**config.mk**
```make
export PLATFORM = sky130hd
export DESIGN_NAME = mstq_ctrl
export DESIGN_NICKNAME = d
export VERILOG_FILES = /design/src/design/mstq_pkg.sv /design/src/design/mstq_ctrl.sv
export SDC_FILE = /design/constraint.sdc
export NUM_CORES = 1
export LEC_CHECK = 0
export BUFFER_PORTS_ARGS = -buffer_cell sky130_fd_sc_hd__buf_2
export CORE_AREA = 2 2 39 41
export DETAILED_ROUTE_END_ITERATION = 8
export DIE_AREA = 0 0 41 43
export PLACE_DENSITY = 0.38
export SYNTH_ARGS = -nofsm -noshare
export SYNTH_HDL_FRONTEND = slang
export SYNTH_SLANG_ARGS = --single-unit
```
**constraint.sdc**
```tcl
create_clock -name clk -period 3.79 [get_ports clk]
set_clock_uncertainty 0.15 [all_clocks]
set_input_delay 0.758 -clock clk [delete_from_list [all_inputs] [get_ports clk]]
set_output_delay 0.758 -clock clk [all_outputs]
set_load 0.01 [all_outputs]
```
**src/design/mstq_pkg.sv**
```systemverilog
`timescale 1ns / 1ps
// ----------------------------------------------------------------------------
// mstq_pkg: shared types and codes for the message slot transmit queue
// Opcodes, result status codes, controller states and control structs.
// ----------------------------------------------------------------------------
package mstq_pkg;

  // Item opcodes
  localparam logic OP_APPEND   = 1'b0;
  localparam logic OP_TX_READY = 1'b1;

  // Result status codes
  localparam logic [1:0] STAT_OK      = 2'd0;
  localparam logic [1:0] STAT_DROP    = 2'd1;
  localparam logic [1:0] STAT_DISCARD = 2'd2;
  localparam logic [1:0] STAT_EMPTY   = 2'd3;

  // Controller states
  typedef enum logic [1:0] {
    ST_IDLE,
    ST_EXEC,
    ST_READ
  } state_t;

  // Controller to datapath commands
  typedef struct packed {
    logic capture;   // latch the input beat
    logic issue_rd;  // read slot length and byte at the tail
    logic commit;    // update state and load the result register
  } ctrl_cmd_t;

  // Datapath to controller status
  typedef struct packed {
    logic is_tx;     // captured item is a transmit-ready
    logic out_free;  // result register can take a new beat
  } dp_stat_t;

endpackage

```
**src/design/mstq_ctrl.sv**
```systemverilog
`timescale 1ns / 1ps
// ----------------------------------------------------------------------------
// mstq_ctrl: sequencing controller
// Accepts one item, runs the append or the tail read, then commits it.
// ----------------------------------------------------------------------------
module mstq_ctrl (
  input  logic                  clk,
  input  logic                  rst_n,
  input  logic                  in_valid,
  output logic                  in_ready,
  input  mstq_pkg::dp_stat_t    stat,
  output mstq_pkg::ctrl_cmd_t   cmd
);
  import mstq_pkg::*;

  state_t state_r;
  state_t state_nxt;

  // State register
  always_ff @(posedge clk) begin
    if (!rst_n) begin
      state_r <= ST_IDLE;
    end else begin
      state_r <= state_nxt;
    end
  end

  // Next state
  always_comb begin
    state_nxt = state_r;
    case (state_r)
      ST_IDLE: begin
        if (in_valid) state_nxt = ST_EXEC;
      end
      ST_EXEC: begin
        if (stat.is_tx) begin
          state_nxt = ST_READ;
        end else if (stat.out_free) begin
          state_nxt = ST_IDLE;
        end
      end
      ST_READ: begin
        if (stat.out_free) state_nxt = ST_IDLE;
      end
      default: state_nxt = ST_IDLE;
    endcase
  end

  // Outputs
  always_comb begin
    in_ready     = 1'b0;
    cmd          = '0;
    case (state_r)
      ST_IDLE: begin
        in_ready    = 1'b1;
        cmd.capture = in_valid;
      end
      ST_EXEC: begin
        cmd.issue_rd = stat.is_tx;
        cmd.commit   = !stat.is_tx && stat.out_free;
      end
      ST_READ: begin
        cmd.commit = stat.out_free;
      end
      default: begin
        in_ready = 1'b0;
      end
    endcase
  end

  // A tail read is always issued from the execute step
  a_read_after_exec: assert property (@(posedge clk) disable iff (!rst_n)
    (state_r == ST_READ) |-> ($past(state_r) == ST_EXEC || $past(state_r) == ST_READ))
    else $error("read state entered without execute step");

endmodule

```
[Word level (Yosys, flattened, before mapping)]
Cells that the tools add are included.
Cells by class
  eq/ne operators: 3
  mux-type cells: 8
  reductions and logical operators: 3
Operators by type and width (count)
  two-way mux 2 bit: 3
  case mux 2 bit (3 select lines): 1
  two-way mux 1 bit: 3
  == test 2 x 1 -> 1 bit, second input constant: 1
  == test 2 bit, second input constant: 1
  logical NOT 2 bit: 1
  != test 2 bit, second input constant: 1
  case mux 1 bit (2 select lines): 1
  logical AND 1 bit: 1
  logical NOT 1 bit: 1
Word-level totals
  register bits after elaboration: 2
  logic and storage cells: 15

[Longest topological paths before layout]
Gate-level depths: netlist of the first run.
  depth in word-level cells: 3
  gate-level depth with buffers: 5
  depth with buffers taken out: 5

[Worst setup path before layout of the first run]
OpenSTA, ideal clock, no wires.
  path type: input to output
  from: input stat[1] (netlist bit)
  to: output cmd[0] (netlist bit)
  arrival time: 1.064 ns
  data required time: 2.882 ns
  slack: 1.818 ns
  stages: 2
  cell sequence: nor2b_1 o211a_1
RTL lines
  start: declaration: RTL line mstq_ctrl.sv:11  | input mstq_pkg::dp_stat_t stat,
  end: declaration: RTL line mstq_ctrl.sv:12  | output mstq_pkg::ctrl_cmd_t cmd

==> impl_table.tex, run 1 <==
\begin{tabular}{lr}
\hline
Metric & Value \\
\hline
\multicolumn{2}{l}{\textbf{Status}} \\
\quad Status & finished clean \\
\multicolumn{2}{l}{\textbf{Clock network}} \\
\quad Number of sinks handled by clock tree synthesis & 2 \\
\quad \# H-tree levels & 1 \\
\quad Worst-Skew Late Latency & 0.23 ns \\
\quad CTS tree & built \\
\quad Count of hold-fix buffers inserted at cts & 0 \\
\quad Clock transition at the register clock pins on the worst setup and hold paths after CTS & 0.03 ns \\
\quad Deepest clock path buffer count & 2 \\
\quad Cells resized by post-CTS repair & 0 \\
\quad Root Buffer Master & sky130\_fd\_sc\_hd\_\_clkbuf\_4 \\
\quad Cts bufs inserted & 3 \\
\quad Post-CTS setup-driven buffer insertion count & 0 \\
\multicolumn{2}{l}{\textbf{Route}} \\
\quad Number of optimization iterations in the first detailed-route pass & 2 \\
\quad Starting DRC count in detailed routing & 4 \\
\quad Highest metal layer with signal wires & met3 \\
\quad Residual DRC count & 0 \\
\quad Metal-1 WL & 151 um \\
\quad Wire length reported by the detailed router & 416 um \\
\quad Remaining number of nets flagged by the antenna check after routing & 0 \\
\quad Routed wire length on met2 & 237 um \\
\quad Via density & 3.980 \\
\quad Via count & 199 \\
\quad Routed wirelength normalized by instance count & 8.320 um \\
\quad Met3 wire length & 27 um \\
\multicolumn{2}{l}{\textbf{Critical path}} \\
\quad FF-to-FF End & state\_r[1] \\
\quad Cell with the biggest individual delay on the critical path & sky130\_fd\_sc\_hd\_\_dfxtp\_1 \\
\quad Critical-path cell list & inv\_1 > ha\_1 > nor2b\_1 > o211a\_1 > buf\_2 \\
\quad Count of cells along the worst register-to-register path & 5 \\
\quad Maximum fanout along the worst path & 4 \\
\quad Critical Path Start Type & flop \\
\quad Reg-to-reg critical path startpoint & state\_r[0] \\
\quad Critical path endpoint category & primary output \\
\quad Arrival time at the worst endpoint & 1.33 ns \\
\quad Minimum setup slack among reg-to-reg paths & 2.34 ns \\
\quad Category of the most critical setup path & flop to primary output \\
\quad CP required & 2.88 ns \\
\quad Peak per-stage delay on the critical path & 0.37 ns \\
\multicolumn{2}{l}{\textbf{Timing}} \\
\quad Maximum clock frequency & 446.6 MHz \\
\quad Shortest period the worst path allows & 2.239 ns \\
\quad Total count of max-transition violations in the final report & 0 \\
\quad Fin worst setup slack & 1.551 ns \\
\quad Setup TNS & 0 ns \\
\quad Worst-Margin Slew & 0.1754 ns \\
\quad Number of endpoints failing setup at the final stage & 0 \\
\quad Fin. Hold Viols & 0 \\
\quad Worst rel slew slack & 0.8829 \\
\quad RSZ-0062 raised after global routing & false \\
\quad Crit share post-route & 0.5909 \\
\multicolumn{2}{l}{\textbf{Yosys}} \\
\quad Cell with the most instances after synthesis & sky130\_fd\_sc\_hd\_\_ha\_1 \\
\quad Async set or reset register ratio after synthesis & 0 \\
\quad Total of warnings raised by yosys & 0 \\
\quad Mean post-synth cell area & 8.378 um2 \\
\quad Most used flip-flop cell after synthesis & sky130\_fd\_sc\_hd\_\_dfxtp\_1 \\
\quad Main area contributors after synthesis & sky130\_fd\_sc\_hd\_\_ha\_1, sky130\_fd\_sc\_hd\_\_dfxtp\_1, sky130\_fd\_sc\_hd\_\_o211ai\_1 \\
\quad Synth cell types & 15 \\
\quad Portion of the post-synthesis area used by sequential elements & 0.2078 \\
\quad Biggest area consumer among synthesized cells & sky130\_fd\_sc\_hd\_\_ha\_1 \\
\quad Net count of the mapped netlist & 32 \\
\quad Portion of synthesized cell area occupied by the leading cell type & 0.2597 \\
\quad Post-synthesis register bit count & 2 \\
\quad Number of synthesized flops with an enable pin & 0 \\
\quad Cells after synthesis & 23 \\
\quad Mapped Area & 192.7 um2 \\
\multicolumn{2}{l}{\textbf{Layout}} \\
\quad Biggest register & state\_r \\
\quad Area growth syn-to-layout & 42.86\% \\
\quad Fraction of layout instances using a drive strength above 1 & 0.3235 \\
\quad Leading registers by flop count & state\_r x2 \\
\quad Number of nets in the layout & 45 \\
\quad Number of antenna cells inserted & 0 \\
\quad Flip-flop count of the largest register, all copies and words added & 2 \\
\multicolumn{2}{l}{\textbf{GRT}} \\
\quad GRT Util Overall & 0.07114 \\
\quad Vias in the first global route & 201 \\
\quad Number of antenna violations at the first check in global routing & 0 \\
\quad First-pass GRT wire length & 738 um \\
\quad Maximum number of pins on one net before global-route repair & 6 \\
\quad Total grt overflow & 0 \\
\multicolumn{2}{l}{\textbf{Floorplan}} \\
\quad Core footprint & 0.001384 mm2 \\
\quad Die area & 0.001763 mm2 \\
\quad Core Rows & 14 \\
\quad Vert. Die Dim & 43 um \\
\quad Die extent in x & 41 um \\
\quad Initial cell density of the core & 0.1392 \\
\quad Top-level I/O count & 9 \\
\multicolumn{2}{l}{\textbf{Power}} \\
\quad Peak supply drop & 0.00009844 V \\
\quad Cell leakage power & 0.0001387 uW \\
\quad Pwr/cell area & 343.0 mW/mm2 \\
\multicolumn{2}{l}{\textbf{Job}} \\
\quad Maximum Capacitance Violations & 0 \\
\multicolumn{2}{l}{\textbf{Hold path}} \\
\quad Endpoint, Worst Hold & state\_r[1] \\
\quad Worst Hold Class & flop to flop \\
\quad Hold path cells & 2 \\
\quad Startpoint of the worst hold path & state\_r[1] \\
\multicolumn{2}{l}{\textbf{Place}} \\
\quad Final HPWL DP & 359 um \\
\quad Placer Congestion & 0.6075 \\
\quad Pre-CTS setup slack & 1.604 ns \\
\quad Count of buffers inserted at the top-level ports & 8 \\
\hline
\end{tabular}
==> final cells by class <==
type                            count  area [um2]
Multi-Input combinational cell     19       145.1
Tap cell                           16       20.02
Fill cell                         156        1109
Sequential cell                     2       40.04
Clock buffer                        3       22.52
Timing Repair Buffer                8       40.04
Inverter                            2       7.507
==> through the flow <==
stage / util / cell area, um2 / power, uW / std cells / hold slack (ns)
after floorplan: - / 192.7 / 38.91 / 23 / 0.3290
after global placement: 0.1826 / 252.7 / 47.92 / 47 / 0.3667
after detailed placement: 0.1826 / 252.7 / 47.52 / 47 / 0.3771
after CTS: 0.1989 / 275.3 / 97.88 / 50 / 0.3810
after global routing: 0.1989 / 275.3 / 106.6 / 50 / 0.4122
final: 0.1989 / 275.3 / 94.41 / 50 / 0.3769
==> placed cells by master (no fill, tap or decap) <==
cell type	count
sky130_fd_sc_hd__o22ai_1	1
sky130_fd_sc_hd__nand2_1	2
sky130_fd_sc_hd__nor2_1	1
sky130_fd_sc_hd__nand3b_1	1
sky130_fd_sc_hd__a21oi_1	1
sky130_fd_sc_hd__inv_1	2
sky130_fd_sc_hd__o211ai_1	2
sky130_fd_sc_hd__ha_1	4
sky130_fd_sc_hd__clkbuf_4	3
sky130_fd_sc_hd__buf_2	8
sky130_fd_sc_hd__nor2b_1	1
sky130_fd_sc_hd__and2b_1	1
sky130_fd_sc_hd__or2_0	1
sky130_fd_sc_hd__a21boi_1	1
sky130_fd_sc_hd__dfxtp_1	2
sky130_fd_sc_hd__and2_1	2
sky130_fd_sc_hd__o211a_1	1
==> critical path: cells and delay by family, from the launching register on <==
kind	cells	cell delay, ns
flip-flops	1	0.37
AO/OA/AOI/OAI	1	0.19
AND/OR/NAND/NOR	1	0.14
buffers and inverters	2	0.21
adder cells (fa/ha/maj)	1	0.19
==> cells by family after synthesis <==
kind of cell	synth area share
simple gates	0.2663
fa+ha+maj	0.2598
compound gates	0.2273
buf+inv	0.03898
flops	0.2078
==> worst max-delay path by stage <==
| stage | from | cells past startpoint | slack [ns] | to |
|---|---|---|---|---|
| finish | state_r[1] | 5 | 1.55 | cmd[0] |
| CTS | state_r[1] | 5 | 1.52 | cmd[0] |
| floorplan | stat[1] | 2 | 1.82 | cmd[0] |
| detailed placement | stat[1] | 4 | 1.60 | cmd[0] |
| global placement | stat[1] | 4 | 1.59 | cmd[0] |
| global route | state_r[1] | 5 | 1.47 | cmd[0] |
==> metal layers <==
layer  track usage  vias up
li1              -      102
met1       0.04792       92
met2        0.1094        5
met3       0.06283        0
met4       0.06000        0
met5             0        -
==> report_power, final <==
part	total, uW	internal (uW)	switching [uW]
clock network	47.8	35.0	12.8
registers	24.9	22.8	2.01
logic	21.8	10.7	11.1
Note: power is estimated with default switching activity, not from simulation.
==> inputs of run 2 (changes only) <==
--- a/config.mk
+++ b/config.mk
@@ -5,11 +5,12 @@
 export SDC_FILE = /design/constraint.sdc
 export NUM_CORES = 1
 export LEC_CHECK = 0
+export ABC_AREA = 1
 export BUFFER_PORTS_ARGS = -buffer_cell sky130_fd_sc_hd__buf_2
 export CORE_AREA = 2 2 39 41
 export DETAILED_ROUTE_END_ITERATION = 8
 export DIE_AREA = 0 0 41 43
-export PLACE_DENSITY = 0.38
+export PLACE_DENSITY = 0.4
 export SYNTH_ARGS = -nofsm -noshare
 export SYNTH_HDL_FRONTEND = slang
 export SYNTH_SLANG_ARGS = --single-unit
==> constraint.sdc (replaced) <==
create_clock -name clk -period 2 [get_ports clk]
set_clock_uncertainty 0.15 [all_clocks]
set_input_delay 0.4 -clock clk [delete_from_list [all_inputs] [get_ports clk]]
set_output_delay 0.4 -clock clk [all_outputs]
set_load 0.01 [all_outputs]
==> run 2 against run 1 <==
  * Final cell count up 20%
  * Critical path depth grew 2
  * Die area is the same
  * Combinational power grew 140%
  * Non-clock buffer count did not move
==> impl_table.tex, run 2 <==
\begin{tabular}{lr}
\hline
Metric & Value \\
\hline
\multicolumn{2}{l}{\textbf{Yosys}} \\
\quad Synth cell types & 12 \\
\quad Portion of the post-synthesis area used by sequential elements & 0.1893 \\
\quad Total of warnings raised by yosys & 0 \\
\quad Most used flip-flop cell after synthesis & sky130\_fd\_sc\_hd\_\_dfxtp\_1 \\
\quad Net count of the mapped netlist & 42 \\
\quad Biggest area consumer among synthesized cells & sky130\_fd\_sc\_hd\_\_ha\_1 \\
\quad Portion of synthesized cell area occupied by the leading cell type & 0.2367 \\
\quad Mean post-synth cell area & 6.408 um2 \\
\quad Main area contributors after synthesis & sky130\_fd\_sc\_hd\_\_ha\_1, sky130\_fd\_sc\_hd\_\_dfxtp\_1, sky130\_fd\_sc\_hd\_\_nand2\_1 \\
\quad Number of synthesized flops with an enable pin & 0 \\
\quad Most numerous cell types in the synthesized netlist & sky130\_fd\_sc\_hd\_\_nand2\_1, sky130\_fd\_sc\_hd\_\_ha\_1, sky130\_fd\_sc\_hd\_\_inv\_1, sky130\_fd\_sc\_hd\_\_inv\_2, sky130\_fd\_sc\_hd\_\_nor2\_2 \\
\quad Cells after synthesis & 33 \\
\quad Cell with the most instances after synthesis & sky130\_fd\_sc\_hd\_\_nand2\_1 \\
\quad Post-synthesis register bit count & 2 \\
\quad Mapped Area & 211.5 um2 \\
\quad Async set or reset register ratio after synthesis & 0 \\
\multicolumn{2}{l}{\textbf{GRT}} \\
\quad Total grt overflow & 0 \\
\quad Number of antenna violations at the first check in global routing & 0 \\
\quad Maximum number of pins on one net before global-route repair & 5 \\
\quad First-pass GRT wire length & 696 um \\
\quad Vias in the first global route & 207 \\
\quad GRT Util Overall & 0.06313 \\
\multicolumn{2}{l}{\textbf{Power}} \\
\quad Share of total power consumed by net switching & 0.2998 \\
\quad Pwr/cell area & 635.7 mW/mm2 \\
\quad Clock share of power & 0.468 \\
\quad Gate power share & 0.282 \\
\quad Internal & 130.9 uW \\
\quad Peak supply drop & 0.0001481 V \\
\quad Cell leakage power & 0.0001644 uW \\
\quad Register share of total power & 0.250 \\
\quad Net load switching power & 56.03 uW \\
\quad Total power of the final layout & 186.9 uW \\
\multicolumn{2}{l}{\textbf{Place}} \\
\quad Count of buffers inserted at the top-level ports & 8 \\
\quad Pre-CTS setup slack & 0.4333 ns \\
\quad Placer Congestion & 0.6644 \\
\quad Final HPWL DP & 364.3 um \\
\multicolumn{2}{l}{\textbf{Critical path}} \\
\quad Peak per-stage delay on the critical path & 0.38 ns \\
\quad Arrival time at the worst endpoint & 1.23 ns \\
\quad CP required & 1.45 ns \\
\quad Maximum fanout along the worst path & 4 \\
\quad Cell with the biggest individual delay on the critical path & sky130\_fd\_sc\_hd\_\_dfxtp\_1 \\
\quad Critical Path Start Type & flop \\
\quad Category of the most critical setup path & flop to primary output \\
\quad Critical-path cell list & inv\_2 > ha\_1 > inv\_2 > nand2\_1 > nand2\_1 > nor2\_1 > buf\_2 \\
\quad Critical path endpoint category & primary output \\
\multicolumn{2}{l}{\textbf{Clock network}} \\
\quad Cells resized by post-CTS repair & 0 \\
\quad Deepest clock path buffer count & 2 \\
\quad Post-CTS setup-driven buffer insertion count & 0 \\
\quad CTS tree & built \\
\quad Count of hold-fix buffers inserted at cts & 0 \\
\quad Root Buffer Master & sky130\_fd\_sc\_hd\_\_clkbuf\_4 \\
\quad \# H-tree levels & 1 \\
\quad Clock transition at the register clock pins on the worst setup and hold paths after CTS & 0.03 ns \\
\quad Cts bufs inserted & 3 \\
\quad Worst-Skew Late Latency & 0.22 ns \\
\quad Number of sinks handled by clock tree synthesis & 2 \\
\multicolumn{2}{l}{\textbf{Floorplan}} \\
\quad Top-level I/O count & 9 \\
\quad Core Rows & 14 \\
\quad Die extent in x & 41 um \\
\quad Die area & 0.001763 mm2 \\
\quad Initial cell density of the core & 0.1528 \\
\quad Vert. Die Dim & 43 um \\
\quad Core footprint & 0.001384 mm2 \\
\multicolumn{2}{l}{\textbf{Layout}} \\
\quad Number of nets in the layout & 55 \\
\quad Number of antenna cells inserted & 0 \\
\quad Leading registers by flop count & state\_r x2 \\
\quad Flip-flop count of the largest register, all copies and words added & 2 \\
\quad Fraction of layout instances using a drive strength above 1 & 0.4545 \\
\quad Biggest register & state\_r \\
\quad Most frequent cells in the layout & sky130\_fd\_sc\_hd\_\_nand2\_1, sky130\_fd\_sc\_hd\_\_buf\_2, sky130\_fd\_sc\_hd\_\_inv\_1, sky130\_fd\_sc\_hd\_\_inv\_2, sky130\_fd\_sc\_hd\_\_ha\_1 \\
\quad Area growth syn-to-layout & 39.05\% \\
\quad Commonest non-fill, non-tap cell in the layout & sky130\_fd\_sc\_hd\_\_nand2\_1 \\
\quad Number of fill cells in the layout & 161 \\
\multicolumn{2}{l}{\textbf{Timing}} \\
\quad Shortest period the worst path allows & 1.781 ns \\
\quad Crit share post-route & 0.8906 \\
\quad Worst rel slew slack & 0.8914 \\
\quad Total count of max-transition violations in the final report & 0 \\
\quad Maximum clock frequency & 561.4 MHz \\
\quad Worst-Margin Slew & 0.1627 ns \\
\quad Setup TNS & 0 ns \\
\quad Fin worst setup slack & 0.2187 ns \\
\quad RSZ-0062 raised after global routing & false \\
\quad Number of endpoints failing setup at the final stage & 0 \\
\quad Fin. Hold Viols & 0 \\
\multicolumn{2}{l}{\textbf{Route}} \\
\quad Via density & 3.583 \\
\quad Starting DRC count in detailed routing & 0 \\
\quad Wire length reported by the detailed router & 423 um \\
\quad Residual DRC count & 0 \\
\quad Via count & 215 \\
\quad Routed wirelength normalized by instance count & 7.050 um \\
\quad Remaining number of nets flagged by the antenna check after routing & 0 \\
\quad Number of optimization iterations in the first detailed-route pass & 1 \\
\multicolumn{2}{l}{\textbf{Hold path}} \\
\quad Worst Hold Class & input port to flop \\
\multicolumn{2}{l}{\textbf{Status}} \\
\quad Status & finished clean \\
\multicolumn{2}{l}{\textbf{Job}} \\
\quad Maximum Capacitance Violations & 0 \\
\hline
\end{tabular}
-- run 2: area by class of cell --
class | count | area, um2 | share of cell area
tap | 16 | 20.02 | 0.06809
multi-input combinational | 23 | 141.4 | 0.4809
inverter | 8 | 30.03 | 0.1021
sequential | 2 | 40.04 | 0.1362
timing repair buffer | 8 | 40.04 | 0.1362
clock buffer | 3 | 22.52 | 0.07660
-- run 2: final timing paths --
| kind | start | endpoint | slack, ns | depth (start not counted) |
|---|---|---|---|---|
| worst max-delay path | state_r[0] | cmd[0] | 0.22 | 7 |
| worst min-delay path | rst_n | state_r[0] | 0.28 | 3 |
| worst max register to register | state_r[0] | state_r[1] | 0.68 | 7 |
| worst min register to register | state_r[1] | state_r[1] | 0.36 | 2 |
-- run 2: routing by layer --
metal,vias to the layer above,GRT usage,wire length (um)
li1,122,-,-
met1,89,0.06390,181
met2,4,0.08750,220
met3,0,0.03141,21
met4,0,0.06000,0
met5,-,0,0
-- run 2: worst max-delay path: cells and delay by family, from the launching register on --
kind          cells  cell delay [ns]
fa+ha+maj         1             0.20
simple gates      3             0.16
flops             1             0.38
buf+inv           3             0.26
-- run 2: cells by family after synthesis --
family	synth area share
and+or+nand+nor	0.3432
buffers and inverters	0.1420
adders and majority gates	0.2367
AOI/OAI and AO/OA	0.08872
DFF	0.1894
-- run 2: power groups by stage --
stage | Sequential [uW] | Combinational, uW | Clock (uW)
6_report | 46.7 | 52.7 | 87.5
4_1_cts | 46.7 | 54.5 | 95.1
5_1_grt | 47.1 | 60.3 | 96.2
3_3_place_gp | 46.8 | 55.0 | 0
2_1_floorplan | 46.5 | 38.0 | 0
3_5_place_dp | 47.3 | 54.3 | 0
-- run 2: stage by stage --
step | instance area, um2 | util | hold slack [ns] | cells
finish | 294.0 | 0.2125 | 0.2810 | 60
global route | 294.0 | 0.2125 | 0.2945 | 60
CTS | 294.0 | 0.2125 | 0.2789 | 60
detailed placement | 271.5 | 0.1962 | 0.3679 | 57
global placement | 271.5 | 0.1962 | 0.3596 | 57
floorplan | 211.5 | - | 0.3242 | 33
